## src/rtl/core/sync_length_frame_receiver_defines.svh

```systemverilog
// Assertion macros shared by the frame receiver RTL.
// No dependencies; included by files that carry concurrent checks.
`ifndef SYNC_LENGTH_FRAME_RECEIVER_DEFINES_SVH
`define SYNC_LENGTH_FRAME_RECEIVER_DEFINES_SVH

// Same-cycle implication, disabled during reset.
`define SLFR_ASSERT_NOW(label, clk, rst, ante, cons) \
  label: assert property (@(posedge clk) disable iff (rst) (ante) |-> (cons)) \
    else $error("slfr check failed");

// Next-cycle implication, disabled during reset.
`define SLFR_ASSERT_NEXT(label, clk, rst, ante, cons) \
  label: assert property (@(posedge clk) disable iff (rst) (ante) |=> (cons)) \
    else $error("slfr check failed");

`endif

```

## src/rtl/core/slfr_pkg.sv

```systemverilog
// Shared constants for the sync/length frame receiver.
// No dependencies; used by the top level.
package slfr_pkg;

  localparam int REG_COUNT            = 32;
  localparam int REG_AW               = 5;
  localparam int BUFFER_DEPTH_DEFAULT = 32;
  localparam int CFG_AW               = 3;
  localparam int CFG_DW               = 8;

  // Configuration register indexes
  localparam logic [CFG_AW-1:0] CFG_SYNC_FIRST    = 3'd0;
  localparam logic [CFG_AW-1:0] CFG_SYNC_SECOND   = 3'd1;
  localparam logic [CFG_AW-1:0] CFG_STARTER_INDEX = 3'd2;
  localparam logic [CFG_AW-1:0] CFG_ALIVE_INDEX   = 3'd3;
  localparam logic [CFG_AW-1:0] CFG_HORN_FOLLOWS  = 3'd4;

  // Configuration reset values
  localparam logic [7:0]        SYNC_FIRST_RST    = 8'd170;
  localparam logic [7:0]        SYNC_SECOND_RST   = 8'd85;
  localparam logic [REG_AW-1:0] STARTER_INDEX_RST = 5'd0;
  localparam logic [REG_AW-1:0] ALIVE_INDEX_RST   = 5'd1;

endpackage

```

## src/rtl/core/slfr_if.sv

```systemverilog
// Valid/ready channel interfaces for the frame receiver request and result beats.
// Depends on nothing but the port widths of the block.
interface slfr_in_if;
  logic       valid;
  logic       ready;
  logic       req_type;
  logic [7:0] rx_byte;
  logic [4:0] read_index;

  modport source (output valid, req_type, rx_byte, read_index, input ready);
  modport sink (input valid, req_type, rx_byte, read_index, output ready);
endinterface

interface slfr_out_if;
  logic       valid;
  logic       ready;
  logic [7:0] read_data;
  logic       frame_done;
  logic       overflow;
  logic       starter_on;
  logic       horn_on;
  logic       link_alive;

  modport source (output valid, read_data, frame_done, overflow, starter_on, horn_on,
                  link_alive, input ready);
  modport sink (input valid, read_data, frame_done, overflow, starter_on, horn_on,
                link_alive, output ready);
endinterface

```

## src/rtl/core/slfr_ram.sv

```systemverilog
// Generic single-write, single-read RAM with registered read data.
// No dependencies.
module slfr_ram #(
  parameter int WIDTH = 8,
  parameter int DEPTH = 32
) (
  input  logic                             clk,
  input  logic                             wr_en,
  input  logic [$clog2(DEPTH)-1:0]         wr_addr,
  input  logic [WIDTH-1:0]                 wr_data,
  input  logic [$clog2(DEPTH)-1:0]         rd_addr,
  output logic [WIDTH-1:0]                 rd_data
);

  logic [WIDTH-1:0] mem [DEPTH];

  always_ff @(posedge clk) begin
    if (wr_en) begin
      mem[wr_addr] <= wr_data;
    end
    rd_data <= mem[rd_addr];
  end

endmodule

```

## src/rtl/core/sync_length_frame_receiver.sv

```systemverilog
// Frame receiver top level: byte parser, copy sequencer and committed register file.
// Depends on slfr_pkg, slfr_if.sv, slfr_ram and sync_length_frame_receiver_defines.svh.

// Each request beat yields one result beat. A read request passes through S_READ_CAP
// before S_PUT, and a byte that does not end a frame goes straight to S_PUT. A byte
// that ends a frame copies n = min(length, BUFFER_DEPTH, 32) entries, one a cycle from
// the receive buffer RAM read port into the register file RAM write port, and
// the starter and alive registers are then fetched one after the other through
// the register file's single read port. Register file entries carry valid bits
// cleared at reset, so no clearing pass is needed. The next request is taken as
// soon as the previous result is placed in the output register.
`include "sync_length_frame_receiver_defines.svh"

module sync_length_frame_receiver #(
  parameter int BUFFER_DEPTH = slfr_pkg::BUFFER_DEPTH_DEFAULT
) (
  input  logic                          clk,
  input  logic                          rst,
  slfr_in_if.sink                       in_ch,
  slfr_out_if.source                    out_ch,
  input  logic                          cfg_wr_en,
  input  logic [slfr_pkg::CFG_AW-1:0]   cfg_index,
  input  logic [slfr_pkg::CFG_DW-1:0]   cfg_data
);

  localparam int         BAW    = (BUFFER_DEPTH > 1) ? $clog2(BUFFER_DEPTH) : 1;
  localparam logic [8:0] DEPTH9 = 9'(BUFFER_DEPTH);
  localparam logic [8:0] REGS9  = 9'(slfr_pkg::REG_COUNT);

  typedef enum logic [1:0] {PH_SYNC1, PH_SYNC2, PH_LEN, PH_DATA} phase_t;
  typedef enum logic [2:0] {
    S_IDLE, S_READ_CAP, S_COPY, S_ALIVE_RD, S_ALIVE_CAP, S_STARTER_CAP, S_PUT
  } state_t;

  state_t state;
  phase_t phase;

  logic [7:0]                    sync_first;
  logic [7:0]                    sync_second;
  logic [slfr_pkg::REG_AW-1:0]   starter_index;
  logic [slfr_pkg::REG_AW-1:0]   alive_index;
  logic                          horn_follows;

  logic [7:0] frame_length;
  logic [7:0] byte_count;
  logic       starter_level;
  logic       horn_level;
  logic       alive_level;

  logic [slfr_pkg::REG_COUNT-1:0] reg_valid;
  logic                           rd_ok;

  logic [5:0]                  copy_idx;
  logic [5:0]                  copy_n;
  logic                        copy_pend;
  logic [slfr_pkg::REG_AW-1:0] copy_waddr;

  logic [7:0] res_read_data;
  logic       res_done;
  logic       res_ovf;

  logic       out_valid;

  // memory ports
  logic                        buf_we;
  logic [BAW-1:0]              buf_waddr;
  logic [BAW-1:0]              buf_raddr;
  logic [7:0]                  buf_rdata;
  logic                        creg_we;
  logic [slfr_pkg::REG_AW-1:0] creg_raddr;
  logic [7:0]                  creg_rdata;

  logic       in_beat;
  logic       cnt_inc;
  logic [7:0] cnt_new;
  logic       complete;
  logic       frame_end;
  logic       len_ovf;
  logic [8:0] n_lim;
  logic       creg_hit;

  assign in_ch.ready = (state == S_IDLE);
  assign in_beat     = in_ch.valid && in_ch.ready;

  always_comb begin
    cnt_inc   = byte_count < frame_length;
    cnt_new   = cnt_inc ? byte_count + 8'd1 : byte_count;
    complete  = (cnt_new == frame_length);
    frame_end = !in_ch.req_type && (phase == PH_DATA) && complete;
    len_ovf   = {1'b0, frame_length} > DEPTH9;
    n_lim     = {1'b0, frame_length};
    if (n_lim > DEPTH9) begin
      n_lim = DEPTH9;
    end
    if (n_lim > REGS9) begin
      n_lim = REGS9;
    end
  end

  always_comb begin
    buf_we    = in_beat && !in_ch.req_type && (phase == PH_DATA) && cnt_inc &&
                ({1'b0, byte_count} < DEPTH9);
    buf_waddr = BAW'(byte_count);
    buf_raddr = BAW'(copy_idx);
    creg_we   = (state == S_COPY) && copy_pend;
    case (state)
      S_ALIVE_RD:  creg_raddr = alive_index;
      S_ALIVE_CAP: creg_raddr = starter_index;
      default:     creg_raddr = in_ch.read_index;
    endcase
  end

  // never-written register file entries read as zero
  assign creg_hit = rd_ok && (creg_rdata == 8'd1);

  slfr_ram #(.WIDTH(8), .DEPTH(BUFFER_DEPTH)) u_rx_buf (
    .clk     (clk),
    .wr_en   (buf_we),
    .wr_addr (buf_waddr),
    .wr_data (in_ch.rx_byte),
    .rd_addr (buf_raddr),
    .rd_data (buf_rdata)
  );

  slfr_ram #(.WIDTH(8), .DEPTH(slfr_pkg::REG_COUNT)) u_creg (
    .clk     (clk),
    .wr_en   (creg_we),
    .wr_addr (copy_waddr),
    .wr_data (buf_rdata),
    .rd_addr (creg_raddr),
    .rd_data (creg_rdata)
  );

  always_ff @(posedge clk) begin
    if (rst) begin
      state         <= S_IDLE;
      phase         <= PH_SYNC1;
      sync_first    <= slfr_pkg::SYNC_FIRST_RST;
      sync_second   <= slfr_pkg::SYNC_SECOND_RST;
      starter_index <= slfr_pkg::STARTER_INDEX_RST;
      alive_index   <= slfr_pkg::ALIVE_INDEX_RST;
      horn_follows  <= 1'b0;
      frame_length  <= '0;
      byte_count    <= '0;
      starter_level <= 1'b0;
      horn_level    <= 1'b0;
      alive_level   <= 1'b0;
      reg_valid     <= '0;
      rd_ok         <= 1'b0;
      copy_idx      <= '0;
      copy_n        <= '0;
      copy_pend     <= 1'b0;
      out_valid     <= 1'b0;
    end else begin
      if (cfg_wr_en) begin
        unique case (cfg_index)
          slfr_pkg::CFG_SYNC_FIRST:    sync_first    <= cfg_data;
          slfr_pkg::CFG_SYNC_SECOND:   sync_second   <= cfg_data;
          slfr_pkg::CFG_STARTER_INDEX: starter_index <= cfg_data[slfr_pkg::REG_AW-1:0];
          slfr_pkg::CFG_ALIVE_INDEX:   alive_index   <= cfg_data[slfr_pkg::REG_AW-1:0];
          slfr_pkg::CFG_HORN_FOLLOWS:  horn_follows  <= cfg_data[0];
          default: ;
        endcase
      end

      if (creg_we) begin
        reg_valid[copy_waddr] <= 1'b1;
      end
      rd_ok <= reg_valid[creg_raddr];

      // S_PUT reloads the output register itself
      if (out_valid && out_ch.ready && (state != S_PUT)) begin
        out_valid <= 1'b0;
      end

      unique case (state)
        S_IDLE: begin
          if (in_beat) begin
            res_read_data <= '0;
            res_done      <= frame_end;
            res_ovf       <= frame_end && len_ovf;
            if (in_ch.req_type) begin
              state <= S_READ_CAP;
            end else begin
              state <= frame_end ? S_COPY : S_PUT;
              unique case (phase)
                PH_SYNC1: begin
                  if (in_ch.rx_byte == sync_first) begin
                    phase <= PH_SYNC2;
                  end
                end
                PH_SYNC2: begin
                  phase <= (in_ch.rx_byte == sync_second) ? PH_LEN : PH_SYNC1;
                end
                PH_LEN: begin
                  frame_length <= in_ch.rx_byte;
                  byte_count   <= '0;
                  phase        <= PH_DATA;
                end
                PH_DATA: begin
                  byte_count <= cnt_new;
                  if (complete) begin
                    phase     <= PH_SYNC1;
                    copy_n    <= 6'(n_lim);
                    copy_idx  <= '0;
                    copy_pend <= 1'b0;
                  end
                end
                default: ;
              endcase
            end
          end
        end
        S_READ_CAP: begin
          res_read_data <= rd_ok ? creg_rdata : 8'd0;
          state         <= S_PUT;
        end
        S_COPY: begin
          // read buffer entry i while writing entry i-1 fetched last cycle
          if (copy_idx < copy_n) begin
            copy_idx   <= copy_idx + 6'd1;
            copy_waddr <= slfr_pkg::REG_AW'(copy_idx);
            copy_pend  <= 1'b1;
          end else begin
            copy_pend <= 1'b0;
            state     <= S_ALIVE_RD;
          end
        end
        S_ALIVE_RD: begin
          state <= S_ALIVE_CAP;
        end
        S_ALIVE_CAP: begin
          alive_level <= creg_hit;
          state       <= S_STARTER_CAP;
        end
        S_STARTER_CAP: begin
          starter_level <= creg_hit && alive_level;
          if (horn_follows) begin
            horn_level <= creg_hit && alive_level;
          end
          state <= S_PUT;
        end
        S_PUT: begin
          if (!out_valid || out_ch.ready) begin
            out_ch.read_data  <= res_read_data;
            out_ch.frame_done <= res_done;
            out_ch.overflow   <= res_ovf;
            out_ch.starter_on <= starter_level;
            out_ch.horn_on    <= horn_level;
            out_ch.link_alive <= alive_level;
            out_valid         <= 1'b1;
            state             <= S_IDLE;
          end
        end
        default: state <= S_IDLE;
      endcase
    end
  end

  assign out_ch.valid = out_valid;

  `SLFR_ASSERT_NOW(a_busy_copy, clk, rst, state == S_COPY, !in_ch.ready)
  `SLFR_ASSERT_NOW(a_ovf_done, clk, rst, out_ch.valid && out_ch.overflow, out_ch.frame_done)
  `SLFR_ASSERT_NOW(a_copy_range, clk, rst, creg_we, {1'b0, copy_waddr} < copy_n)
  `SLFR_ASSERT_NEXT(a_read_path, clk, rst, in_beat && in_ch.req_type, state == S_READ_CAP)

endmodule
```

## src/flat_wrapper.sv

```systemverilog
// flat-port wrapper written by rule: the top's interface ports become plain ports
module sync_length_frame_receiver_flat 
#(
  parameter int BUFFER_DEPTH = slfr_pkg::BUFFER_DEPTH_DEFAULT
)
  (clk, rst, cfg_wr_en, cfg_index, cfg_data, in_ch_valid, in_ch_req_type, in_ch_rx_byte, in_ch_read_index, in_ch_ready, out_ch_valid, out_ch_read_data, out_ch_frame_done, out_ch_overflow, out_ch_starter_on, out_ch_horn_on, out_ch_link_alive, out_ch_ready);
  slfr_in_if in_ch_i ();
  slfr_out_if out_ch_i ();
  input  logic clk;
  input  logic rst;
  input  logic cfg_wr_en;
  input  logic [slfr_pkg::CFG_AW-1:0] cfg_index;
  input  logic [slfr_pkg::CFG_DW-1:0] cfg_data;
  input wire logic [$bits(in_ch_i.valid)-1:0] in_ch_valid;
  input wire logic [$bits(in_ch_i.req_type)-1:0] in_ch_req_type;
  input wire logic [$bits(in_ch_i.rx_byte)-1:0] in_ch_rx_byte;
  input wire logic [$bits(in_ch_i.read_index)-1:0] in_ch_read_index;
  output wire logic [$bits(in_ch_i.ready)-1:0] in_ch_ready;
  output wire logic [$bits(out_ch_i.valid)-1:0] out_ch_valid;
  output wire logic [$bits(out_ch_i.read_data)-1:0] out_ch_read_data;
  output wire logic [$bits(out_ch_i.frame_done)-1:0] out_ch_frame_done;
  output wire logic [$bits(out_ch_i.overflow)-1:0] out_ch_overflow;
  output wire logic [$bits(out_ch_i.starter_on)-1:0] out_ch_starter_on;
  output wire logic [$bits(out_ch_i.horn_on)-1:0] out_ch_horn_on;
  output wire logic [$bits(out_ch_i.link_alive)-1:0] out_ch_link_alive;
  input wire logic [$bits(out_ch_i.ready)-1:0] out_ch_ready;
  assign in_ch_i.valid = in_ch_valid;
  assign in_ch_i.req_type = in_ch_req_type;
  assign in_ch_i.rx_byte = in_ch_rx_byte;
  assign in_ch_i.read_index = in_ch_read_index;
  assign in_ch_ready = in_ch_i.ready;
  assign out_ch_valid = out_ch_i.valid;
  assign out_ch_read_data = out_ch_i.read_data;
  assign out_ch_frame_done = out_ch_i.frame_done;
  assign out_ch_overflow = out_ch_i.overflow;
  assign out_ch_starter_on = out_ch_i.starter_on;
  assign out_ch_horn_on = out_ch_i.horn_on;
  assign out_ch_link_alive = out_ch_i.link_alive;
  assign out_ch_i.ready = out_ch_ready;
  sync_length_frame_receiver #(.BUFFER_DEPTH(BUFFER_DEPTH)) u_core (.clk(clk), .rst(rst), .in_ch(in_ch_i), .out_ch(out_ch_i), .cfg_wr_en(cfg_wr_en), .cfg_index(cfg_index), .cfg_data(cfg_data));
endmodule
```

## config.mk

```make
export PLATFORM = sky130hd
export DESIGN_NAME = sync_length_frame_receiver_flat
export DESIGN_NICKNAME = d
export VERILOG_FILES = /design/src/rtl/core/slfr_pkg.sv /design/src/rtl/core/slfr_if.sv /design/src/rtl/core/slfr_ram.sv /design/src/rtl/core/sync_length_frame_receiver.sv /design/src/flat_wrapper.sv
export VERILOG_INCLUDE_DIRS = /design/src /design/src/rtl/core
export SDC_FILE = /design/constraint.sdc
export NUM_CORES = 1
export LEC_CHECK = 0
export ABC_AREA = 1
export BUFFER_PORTS_ARGS = -buffer_cell sky130_fd_sc_hd__buf_4
export CORE_UTILIZATION = 45
export CTS_BUF_LIST = sky130_fd_sc_hd__clkbuf_2
export CTS_CLUSTER_DIAMETER = 100
export CTS_CLUSTER_SIZE = 8
export DETAILED_ROUTE_END_ITERATION = 6
export REMOVE_ABC_BUFFERS = 1
export SLEW_MARGIN = 5
export SYNTH_ARGS = -nofsm -noshare
export SYNTH_HDL_FRONTEND = slang
export SYNTH_HIERARCHICAL = 1
export SYNTH_SLANG_ARGS = --single-unit
```

## constraint.sdc

```tcl
create_clock -name clk -period 3.35 [get_ports clk]
set_input_delay 0.67 -clock clk [delete_from_list [all_inputs] [get_ports clk]]
set_output_delay 0.67 -clock clk [all_outputs]
set_load 0.02 [all_outputs]
```

Yosys cells after proc, flatten, opt, wreduce, memory -nomap -nowiden
Memory sizes are Yosys's and may differ from the RTL's. A register that Yosys moved wholly into a read port is not among the register bits. Cells that the tools add are included.

Bits in registers: 126. RAM bits: 512. Memories kept: 2.

Memories: u_core.u_creg.mem (words 32, width 8, read ports 1, clocked after memory_dff 1, wr ports 1, RTL line slfr_ram.sv:15) `logic [WIDTH-1:0] mem [DEPTH];`; u_core.u_rx_buf.mem (words 32, width 8, read ports 1, clocked after memory_dff 1, wr ports 1, RTL line slfr_ram.sv:15).

$add $sub $neg: 2. $lt $le $gt $ge: 8. Equality and inequality tests: 27. Mux-type cells: 41. Bitwise gates (word level): 3. Reduce and logical (&&, ||, !) cells: 41.

Operators by type and width (count): 6-bit two-way mux (6); 8-bit two-way mux (4); 32-bit bitwise OR (1); 8-bit case mux with 2 select lines (2); 8-bit == test (3); 3-bit case mux with 6 select lines (1); 8-bit by 6-bit > comparator with 1-bit output (second input constant) (2); 3-bit two-way mux (5); 3-bit AND reduction (5); 5-bit AND reduction (3); 1-bit logical AND (14); 1-bit two-way mux (14); 3-bit by 2-bit == test with 1-bit output (second input constant) (4); 3-bit == test (second input constant) (4); 5-bit by 6-bit less-than comparator with 1-bit output (second input constant) (2); 2-bit inequality test (second input constant) (6); 6-bit case mux with 2 select lines (1); 2-bit AND reduction (6); 5-bit case mux with 2 select lines (1); 8-bit by 1-bit adder with 8-bit output (second input constant) (1); 8-bit by 1-bit == test with 1-bit output (second input constant) (1); 8-bit by 6-bit less-than comparator with 1-bit output (second input constant) (1); 8-bit less-than comparator (1); 2-bit case mux with 4 select lines (1); 21 further kinds (33).

Longest topological paths before layout
Gate-level depths: netlist of the first run.

Depth in word-level cells: 8. Depth in mapped cells: 20. Depth with buffers taken out: 20.

By module
Netlist of the first run, hierarchy kept.

Modules (own cells, without submodules): slfr_ram (instances 2, cells an instance 922, area each 10786.6 um^2, seq. area each 7847.5 um^2); sync_length_frame_receiver (instances 1, cells an instance 823, area each 6118.4 um^2, seq. area each 2802.7 um^2).

Least setup slack after synthesis of the first run
No wires, ideal clock.

Path type: reg-to-reg. Start: register u_core.state[0]. End: memory u_core.u_rx_buf.mem[11][0] (enable). Data arrival time: 2.131 ns. Data required time: 2.980 ns. Path slack: 0.849 ns. Stages on the path, launching flop included: 10. Buffers on the path: 0. Period minus slack after synthesis: 2.501 ns. Cells stage by stage: dfxtp_1 > nor2_1 > nand2_1 > inv_2 > nand2_1 > nor2_1 > nand4_1 > nor2_1 > nand3_1 > nor2_1.

Cells in the longest elaborated chain, start to end: 8.

RTL lines: start: declaration (RTL line sync_length_frame_receiver.sv:35) `state_t state;`; start signal: assignment (RTL line sync_length_frame_receiver.sv:185) `state <= frame_end ? S_COPY : S_PUT;`; 3-bit logical NOT (RTL line sync_length_frame_receiver.sv:82) `assign in_ch.ready = (state == S_IDLE);`; via in_ch_ready (RTL line flat_wrapper.sv:18) `output wire logic [$bits(in_ch_i.ready)-1:0] in_ch_ready;`; 1-bit logical AND (RTL line sync_length_frame_receiver.sv:83) `assign in_beat = in_ch.valid && in_ch.ready;`; 1-bit logical AND (4 in a row) (RTL line sync_length_frame_receiver.sv:101) `buf_we = in_beat && !in_ch.req_type && (phase == PH_DATA) && cnt_inc &&`; via u_core.buf_we (RTL line sync_length_frame_receiver.sv:65) `logic buf_we;`; 1-bit two-way mux (RTL line slfr_ram.sv:18) `if (wr_en) begin`; 1-bit two-way mux (implied by the code) (RTL line slfr_ram.sv:19) `mem[wr_addr] <= wr_data;`; end: declaration (RTL line slfr_ram.sv:15).

The timed path passes the listed nets, and every way through them passes these cells.

Worst setup path in the final report of the first run
Start: register u_core.byte_count[2]. End: memory u_core.u_rx_buf.mem[10][4] (enable).

Cells in the longest elaborated chain, start to end: 5. Elaborated cells between the ends (all ways): 6. Classes of those cells: order compare (2); mux (2); reduce/logical (2).

RTL lines: start: declaration (RTL line sync_length_frame_receiver.sv:45) `logic [7:0] byte_count;`; start signal: assignment (RTL line sync_length_frame_receiver.sv:201) `byte_count <= cnt_new;`; 8-bit less-than comparator (RTL line sync_length_frame_receiver.sv:86) `cnt_inc = byte_count < frame_length;`; 1-bit logical AND (RTL line sync_length_frame_receiver.sv:101); 1-bit logical AND (*) (RTL line sync_length_frame_receiver.sv:101); via u_core.buf_we (RTL line sync_length_frame_receiver.sv:65); 1-bit two-way mux (*) (RTL line slfr_ram.sv:18); 1-bit two-way mux (implied by the code) (*) (RTL line slfr_ram.sv:19).

The timed path passes the listed nets; every way through them passes the cells marked *.

==> results of run 1 <==
[synthesized netlist by cell type, types with 16 or more instances]
library cell	number	area (sq um)
a21oi_1	89	445
buf_2	36	180
buf_6	50	563
edfxtp_1	540	16200
dfxtp_1	114	2280
o21ai_0	45	225
clkbuf_1	27	101
nand3_1	483	2420
nor2_1	152	571
nor3_1	16	80.1
nand2_1	873	3280
inv_1	132	495
[metal layers]
layer	vias to the layer above	global-route usage [%]	part of all wire (%)
met5	-	0	0
met4	0	7.27	2.7
met3	116	3.33	5.8
met2	597	36.6	48
met1	9457	30.6	44
li1	9435	-	-
[power by group through the flow]
stage               Sequential (mW)  Combinational [mW]  Clock (mW)
floorplan                      10.1                2.64           0
global placement               9.81                4.78           0
detailed placement             9.81                4.81           0
CTS                            9.63                4.85        4.10
global route                   9.64                5.38        4.41
finish                         9.63                4.86        3.95
[cell type report]
| cell class | instances | area share [%] |
|---|---|---|
| diodes | 1 | 0.00831 |
| clock buffers | 149 | 2.48 |
| clock inverters | 7 | 0.220 |
| inverters | 142 | 1.79 |
| multi-input cells | 1745 | 25.7 |
| flip-flops and latches | 654 | 61.5 |
| well taps | 782 | 3.25 |
| repair buffers | 185 | 5.09 |
[cells by family (layout without fill, tap and decap cells)]
group                    Yosys count  in the layout  share of synthesized area (%)
XOR/XNOR                          10             10                          0.316
flip-flops                       654            654                           66.8
adder cells (fa/ha/maj)           14             14                          0.633
buffers and inverters            268            483                           5.26
AO/OA/AOI/OAI                    163            163                           3.20
other                              0              1                              0
AND/OR/NAND/NOR                 1558           1558                           23.8
[critical path, delay by kind of cell (launching register included)]
kind / cells / cell delay (ns)
adders and majority gates: 1 / 0.32
DFF: 1 / 0.66
and+or+nand+nor: 8 / 1.10
buffers and inverters: 3 / 0.43
[per-stage QoR]
step	power (mW)	util, %	TNS (ns)
final	18.4	49.7	0
after global routing	19.4	49.7	0
after CTS	18.6	49.7	0
after detailed placement	14.6	47.8	0
after global placement	14.6	47.8	0
after floorplan	12.7	-	-29.68
[what timing repair did]
item                      CTS  global route
resized for setup           0             0
hold endpoints to repair  282             0
hold buffers               33             0
setup buffers               0             0
[path summary, 6_finish.rpt]
check	start	slack, ns	endpoint	depth (start not counted)
max	u_core/byte_count[2]	0.52	u_core/u_rx_buf/mem[10][4]	12
min	in_ch_read_index[2]	0.27	u_core/rd_ok	7
max reg2reg	u_core/byte_count[2]	0.52	u_core/u_rx_buf/mem[10][4]	12
min reg2reg	u_core/horn_level	0.42	u_core/out_ch.horn_on	0
[cell usage in the layout, fill, tap and decap left out, drive strengths merged, types with 2 or more instances in the layout]
cell,instances
nand4,14
o211ai,11
nor2,156
nor3b,2
nor4,2
dfxtp,114
a2111oi,2
clkinv,6
xnor2,4
xor2,6
o21ai,47
dlygate4sd3,33
nand2,879
clkbuf,149
or2,5
a21oi,90
ha,14
edfxtp,540
buf,152
nor3,16
nand3,484
a31oi,2
inv,141
o22ai,4
==> run metrics, run 1 <==
sequential power share=52.2%; Synth Instances=around 2700; clk slew on worst S/H paths=around 0.2 ns; htree depth=3; synthesized cell area=27700 sq um; Synth Register Bits=approximately 650; drc violations=0; die area=between 60000 and 70000 sq um; Setup CP Type=flop to flop; CP cell instances=ha_1, nand2_1, inv_1, nand2_1, nand2_2, nand2_4, nand2_4, nor2_1, nand3_1, buf_4, nor2_1, buf_4; std cell rows=90; top flop regs=u_core/u_creg/mem (256), u_core/u_rx_buf/mem (256), u_core/reg_valid (32); FFs w/ async S/R, synth=0%; Total Routed Length=69.7 mm; die height=about 250 um; Worst Skew=about 0.09 ns; Clock power frac=a little over a fifth; P_sw=between 6 and 7 mW; RSZ-0062 raised after global routing=false; CP max stage delay=about 0.66 ns; Initial Util=a little under half; design area=between 30000 and 40000 sq um; first-pass GRT wire length=between 100 and 150 mm; pwr dens=just over 600 nW/um^2; largest net degree at the start of global routing=130; FF/Latch Area=18500 sq um; Yosys cell types=42; post-route setup slack=0.524 ns; Vias per Instance=approximately 5.3; total CTS buffers=91; share of cells above drive strength 1=between 10% and 20%; Routed WL per cell=around 19 um; Final nets=between 2000 and 3000; DR pass1 iterations=7; sequential-to-total area share from yosys stat=between 60% and 70%; Final Setup Violations=0; vias in the first global route=19100; Worst Hold Class=input port to flop; core box area=between 60000 and 70000 sq um; Syn. warnings=6; Overflow after GRT=0; placed insts=approximately 3500; Bufs on Longest Clock Path=3; Hold WS=between 0.2 and 0.3 ns; Most used DFF post-synth=edfxtp_1; Crit path required time=roughly 4.2 ns; final cell count without fillers=3665; Slew Viols, Final=0; Clock Sinks=between 600 and 700; synth-to-layout area growth=8.73%; Pint=about 12 mW; final hold violation count=0; slowest cell on the critical path=dfxtp_1; Area after DPL=29000 sq um; run status=finished clean; Slew @ Worst Pin=1.22 ns; Fillers=5585; GRT Util Overall=roughly 22%; post-route ant nets=0; crit path launch type=flop; pre-CTS setup slack=0.625 ns; Die Wd=~250 um; Post-synth EDFFs=540; Relative slew margins=between 10% and 20%; Max Fclk=roughly 350 MHz; Via Count=between 15000 and 20000; antenna violations before repair=1; crit end category=flop; static leakage=11.5 nW; crit-path max FO=16; First DRT Iteration DRCs=1724; CTS tree=done; VDD IR max=between 0.0003 and 0.0004 V; area of the multi-input gates=7740 sq um; Boundary Pins=45; switching part of the total=a little over a third; GP Congestion=0.866; Final min period=between 2 and 3 ns; critical path arrival=between 3 and 4 ns; count of input and output buffers=44; Comb power frac=a little over a quarter; Worst-Skew Late Latency=roughly 1.2 ns; Root Buffer=clkbuf_2; syn avg cell area=around 10 sq um; # Max-Cap Violations=0; Final HPWL DP=42.1 mm; Final period util=~84%
(Power assumes the default switching activity.)
==> inputs of run 2 (changes only) <==
Clock period 3.35 ns to 2.6 ns, I/O delays scaled along.
==> run 2 against run 1 <==
  * Critical path depth shrank 1
  * Worst hold slack lost 0.096 ns
  * Via count grew 0.52%
  * Setup slack lost 0.49 ns
  * Critical endpoint is now u_core/sync_first[7]
  * Largest power group unchanged
==> run metrics, run 2 (synthesis gave the netlist of run 1 again) <==
run status=finished clean (unchanged); DR pass1 iterations=5 (was 7); clk slew on worst S/H paths=0.15 ns (was 0.20 ns); Worst Skew=0.123 ns (was 0.0889 ns); Worst Hold Class=input port to flop (unchanged); Final HPWL DP=41.4 mm (was 42.1 mm); top flop regs=u_core/u_creg/mem (256), u_core/u_rx_buf/mem (256), u_core/reg_valid (32) (unchanged); critical path arrival=3.58 ns (was 3.65 ns); total CTS buffers=91 (unchanged); GRT Util Overall=21.8% (was 22.3%); Critical path origin=cfg_index[1] (was u_core/byte_count[2]); antenna violations before repair=2 (was 1); Final nets=2929 (was 2863); commonest non-fill, non-tap cell in the layout=nand2_1 (unchanged); Root Buffer=clkbuf_2 (unchanged); VDD IR max=0.000482 V (was 0.000379 V); Boundary Pins=45 (unchanged); crit end category=flop (unchanged); Final Setup Violations=0 (unchanged); core box area=60600 sq um (unchanged); Via Count=19700 (was 19600); post-route ant nets=0 (unchanged); Total Routed Length=68.5 mm (was 69.7 mm); final core utilization=50.9% (was 49.7%); vias in the first global route=19200 (was 19100); Pwr Total=23.9 mW (was 18.4 mW); CTS tree=done (unchanged); Setup CP Type=input port to flop (was flop to flop); die height=250 um (unchanged); Slew @ Worst Pin=0.598 ns (was 1.22 ns); crit path launch type=input port (was flop); std cell rows=90 (unchanged); first-pass GRT wire length=106 mm (was 108 mm); crit-path max FO=8 (was 16); Final period util=between 90% and 100%; placed insts=3515 (was 3475); worst path bufs/invs=7 (was 3); Routed WL per cell=18.5 um (was 19.0 um); largest net degree at the start of global routing=73 (was 130); synth-to-layout area growth=11.3% (was 8.73%); Crit path required time=3.62 ns (was 4.18 ns); GP Congestion=0.897 (was 0.866); final cell count without fillers=3712 (was 3665); hold path startpoint=in_ch_read_index[4] (was in_ch_read_index[2]); Top cell by count, worst path=dlygate4sd3_1; Bufs on Longest Clock Path=3 (unchanged); share of cells above drive strength 1=13.5% (was 11.7%); htree depth=3 (unchanged); Worst-Skew Late Latency=1.18 ns (was 1.15 ns); post-route setup slack=0.0352 ns (was 0.524 ns); count of input and output buffers=44 (unchanged); drc violations=0 (unchanged); Final min period=around 2.6 ns; Overflow after GRT=0 (unchanged); Clock Sinks=654 (unchanged); pwr dens=774 nW/um^2 (was 612 nW/um^2); static leakage=11.8 nW (was 11.5 nW); pre-CTS setup slack=0.00520 ns (was 0.625 ns); commonest cells after routing, fill and taps aside=nand2_1, edfxtp_1, nand3_1 (unchanged); Max Fclk=around 390 MHz; CP max stage delay=0.61 ns (was 0.66 ns); delay-heaviest family, CP=buffers and inverters (was simple AND/OR/NAND/NOR gates); die area=62500 sq um (unchanged); Die Wd=250 um (unchanged); Initial Util=45.7% (unchanged); Vias per Instance=5.31 (was 5.35); worst reg2reg path startpoint=u_core/frame_length[6] (was u_core/byte_count[2]); Relative slew margins=60.0% (was 18.5%); First DRT Iteration DRCs=1541 (was 1724); Slew Viols, Final=0 (unchanged); setup tns final=0 ns (unchanged); CP cell instances=dlygate4sd3_1, buf_4, nor2_1, dlygate4sd3_1, inv_1, nor2_1, buf_4, nand2_1, dlygate4sd3_1, o211ai_1, dlygate4sd3_1 (was ha_1, nand2_1, inv_1, nand2_1, nand2_2, nand2_4, nand2_4, nor2_1, nand3_1, buf_4, nor2_1, buf_4); final hold violation count=0 (unchanged); slowest cell on the critical path=dlygate4sd3_1 (was dfxtp_1); # Max-Cap Violations=0 (unchanged)
-- run 2: cell count changes in the layout (fill, tap and decap cells not counted), moves of 4 or more --
cell | previous run | this run
buf_12 | 5 | 10
clkbuf_2 | 149 | 128
buf_4 | 147 | 191
dlygate4sd3_1 | 33 | 42
dfxtp_1 | 112 | 104
nor2_1 | 152 | 148
dfxtp_2 | 1 | 9
-- run 2: path summary, 6_finish.rpt --
kind | endpoint | slack (ns) | depth (start not counted)
hold reg to reg | u_core/out_ch.starter_on | 0.41 | 0
setup reg to reg | u_core/copy_n[2] | 0.08 | 18
setup / recovery | u_core/sync_first[7] | 0.04 | 11
hold / removal | u_core/u_creg/rd_data[7] | 0.17 | 6
-- run 2: area by class of cell --
class / instances / area (sq um)
inverters: 142 / 547
well taps: 782 / 978
multi-input cells: 1747 / 7870
repair inverters: 1 / 7.51
flip-flops and latches: 654 / 18500
clock buffers: 128 / 641
diodes: 2 / 5.00
fillers: 5499 / 29800
clock inverters: 8 / 92.6
repair buffers: 248 / 2170
-- run 2: power breakdown --
group | switching, mW | internal [mW] | leakage [nW]
combinational | 4.66 | 1.93 | 5.42
sequential | 0.165 | 12.2 | 5.80
clock | 3.42 | 1.48 | 0.582
-- run 2: per-stage QoR --
step / hold WS [ns] / area, sq um
after global routing: 0.0494 / 30800
after CTS: 0.00638 / 30500
final: 0.170 / 30800
after global placement: 0.403 / 29400
after detailed placement: 0.405 / 29400
after floorplan: 0.400 / 26800
-- run 2: layer usage --
| layer | vias up | GRT usage (%) | share of wire, % |
|---|---|---|---|
| met5 | - | 0 | 0 |
| met4 | 0 | 6.19 | 2.1 |
| li1 | 9555 | - | - |
| met2 | 569 | 37.2 | 49 |
| met1 | 9473 | 28.9 | 43 |
| met3 | 110 | 3.13 | 5.5 |
-- run 2: worst reg2reg max path, delay by kind of cell, from the launching register on --
kind / cells / cell delay [ns]
and+or+nand+nor: 12 / 1.25
buffers and inverters: 4 / 0.39
DFF: 1 / 0.36
adders and majority gates: 1 / 0.31
AOI/OAI and AO/OA: 1 / 0.13
-- run 2: timing repair --
| item | CTS | global route |
|---|---|---|
| setup buffers | 1 | 11 |
| hold buffers | 42 | 0 |
| gates cloned | 0 | 5 |
| endpoints found under the setup margin | 4 | 159 |
| pin swaps | 0 | 5 |
| resized for setup | 5 | 31 |
| hold endpoints to repair | 363 | 0 |
==> inputs of run 3 (changes only) <==
Settings changed: RECOVER_POWER set to 25.
==> run 3 against run 2 <==
  * The flow now finishes with violations (capacitance limit, slew limit)
  * Fmax fell by 0.32%
  * Largest power group unchanged
  * Clock skew rose by 0.0069 ns
  * Total power about the same
  * Design area shrank 0.24%
  * Clock power is essentially flat
  * Die area is the same
  * Critical path depth stayed put
==> run metrics, run 3 (synthesis gave the netlist of run 1 again) <==
FF/Latch Area=18500 sq um (unchanged); Crit path required time=3.62 ns (about the same); clk slew on worst S/H paths=0.15 ns (about the same); # Max-Cap Violations=11 (was 0); Max Fclk=389 MHz (was 390 MHz); Worst Skew=0.130 ns (was 0.123 ns); area of the multi-input gates=7870 sq um (unchanged); Overflow after GRT=0 (unchanged); Root Buffer=clkbuf_2 (unchanged); Area after DPL=29400 sq um (unchanged); Routed WL per cell=18.5 um (about the same); Final Setup Violations=0 (unchanged); switching part of the total=34.5% (about the same); CP max stage delay=0.61 ns (about the same); CTS tree=done (unchanged); CP cell instances=dlygate4sd3_1, buf_4, nor2_1, dlygate4sd3_1, inv_1, nor2_1, buf_4, nand2_1, dlygate4sd3_1, o211ai_1, dlygate4sd3_1 (unchanged); Worst-Skew Late Latency=1.18 ns (about the same); delay-heaviest family, CP=buffers and inverters (unchanged); Final period util=99.0% (was 98.6%); VDD IR max=0.000485 V (was 0.000482 V); slowest cell on the critical path=dlygate4sd3_1 (unchanged); core box area=60600 sq um (unchanged); vias in the first global route=19200 (unchanged); Slew @ Worst Pin=1.82 ns (was 0.598 ns); DR pass1 iterations=5 (unchanged); static leakage=11.7 nW (was 11.8 nW); Pwr Total=23.9 mW (about the same); Clock power frac=20.5% (about the same); Comb power frac=27.5% (was 27.6%); commonest cells after routing, fill and taps aside=nand2_1, edfxtp_1, nand3_1 (unchanged); crit end category=flop (unchanged); std cell rows=90 (unchanged); run status=complete, but fails checks (was finished clean); Final min period=2.57 ns (was 2.56 ns); top flop regs=u_core/u_creg/mem (256), u_core/u_rx_buf/mem (256), u_core/reg_valid (32) (unchanged); Final HPWL DP=41.4 mm (unchanged); crit-path max FO=8 (unchanged); Bufs on Longest Clock Path=3 (unchanged); total CTS buffers=91 (unchanged); drc violations=0 (unchanged); Worst Hold Class=input port to flop (unchanged); first-pass GRT wire length=106 mm (unchanged); final core utilization=50.8% (was 50.9%); P_sw=8.24 mW (about the same); Initial Util=45.7% (unchanged); Relative slew margins=-21.2% (was 60.0%); pwr dens=776 nW/um^2 (was 774 nW/um^2); Slew Viols, Final=364 (was 0); post-route setup slack=0.0268 ns (was 0.0352 ns); Via Count=19600 (was 19700); sequential power share=52.0% (was 51.9%); synth-to-layout area growth=11.0% (was 11.3%); Fillers=5513 (was 5499); share of cells above drive strength 1=12.8% (was 13.5%); Hold WS=0.164 ns (was 0.170 ns); largest net degree at the start of global routing=73 (unchanged); htree depth=3 (unchanged); design area=30700 sq um (was 30800 sq um); failing checks=capacitance limit, slew limit; count of input and output buffers=44 (unchanged); Top cell by count, worst path=dlygate4sd3_1 (unchanged); die height=250 um (unchanged); Vias per Instance=5.28 (was 5.31); final hold violation count=0 (unchanged); die area=62500 sq um (unchanged); antenna violations before repair=2 (unchanged); First DRT Iteration DRCs=1449 (was 1541); Boundary Pins=45 (unchanged); GRT Util Overall=21.8% (unchanged); Pint=15.6 mW (about the same); worst path bufs/invs=7 (unchanged); Clock Sinks=654 (unchanged); Final nets=2929 (unchanged); Setup CP Type=input port to flop (unchanged); crit path launch type=input port (unchanged); critical path arrival=3.59 ns (was 3.58 ns); Die Wd=250 um (unchanged); Total Routed Length=68.5 mm (about the same); commonest non-fill, non-tap cell in the layout=nand2_1 (unchanged); post-route ant nets=0 (unchanged); GP Congestion=0.897 (unchanged); pre-CTS setup slack=0.00520 ns (unchanged)
[run 3: worst reg2reg max path, cell delays in order (launching register included)]
cell and delay (ns):
dfxtp_1 0.36, inv_1 0.06, ha_1 0.31, nand2_2 0.09
inv_1 0.06, nand2_1 0.08, nand2_4 0.12, clkinvlp_4 0.13
buf_4 0.15, nand3_1 0.12, nand3_1 0.11, nand2_1 0.07
nand2_1 0.08, nor2_4 0.14, nand2_2 0.10, nor2_4 0.18
nand2_4 0.10, o21ai_1 0.13, nor2_1 0.06
[run 3: metal layers]
metal / up-vias / part of all wire (%) / wire [um] / track usage (%)
li1: 9561 / - / - / -
met1: 9405 / 44 / 30000 / 28.9
met2: 526 / 49 / 33700 / 37.2
met3: 110 / 5.0 / 3430 / 3.13
met4: 0 / 2.1 / 1420 / 6.19
met5: - / 0 / 0 / 0
[run 3: path summary, 6_finish.rpt]
| kind | depth (start not counted) | endpoint | slack (ns) | startpoint |
|---|---|---|---|---|
| max | 11 | u_core/sync_first[7] | 0.03 | cfg_index[0] |
| min | 6 | u_core/u_creg/rd_data[7] | 0.16 | in_ch_read_index[4] |
| max reg2reg | 18 | u_core/copy_n[2] | 0.09 | u_core/frame_length[6] |
| min reg2reg | 0 | u_core/out_ch.starter_on | 0.41 | u_core/starter_level |
[run 3: power groups by stage]
stage	logic, mW	clock network, mW	registers [mW]
4_1_cts	6.43	5.09	12.4
3_3_place_gp	6.26	0	12.6
2_1_floorplan	3.41	0	13.0
3_5_place_dp	6.34	0	12.6
5_1_grt	7.27	5.47	12.4
6_report	6.55	4.90	12.4
[run 3: cell type report]
class	instances	area share, %
clock inverters	8	0.301
multi-input cells	1747	25.6
repair inverters	1	0.0244
well taps	782	3.18
inverters	142	1.78
flip-flops and latches	654	60.2
diodes	2	0.0163
clock buffers	128	2.08
repair buffers	248	6.82
[run 3: through the flow]
step,std cells,TNS [ns]
after floorplan,2541,-54.05
after global placement,3515,0
after detailed placement,3515,0
after CTS,3694,0
after global routing,3712,-0.112
final,3712,0
[run 3: what timing repair did]
action,4_1_cts,5_1_grt
resized for setup,5,31
hold endpoints to repair,363,0
cloned,0,5
endpoints found under the setup margin,4,159
hold buffers,42,0
pin swaps,0,5
buffers inserted,1,11
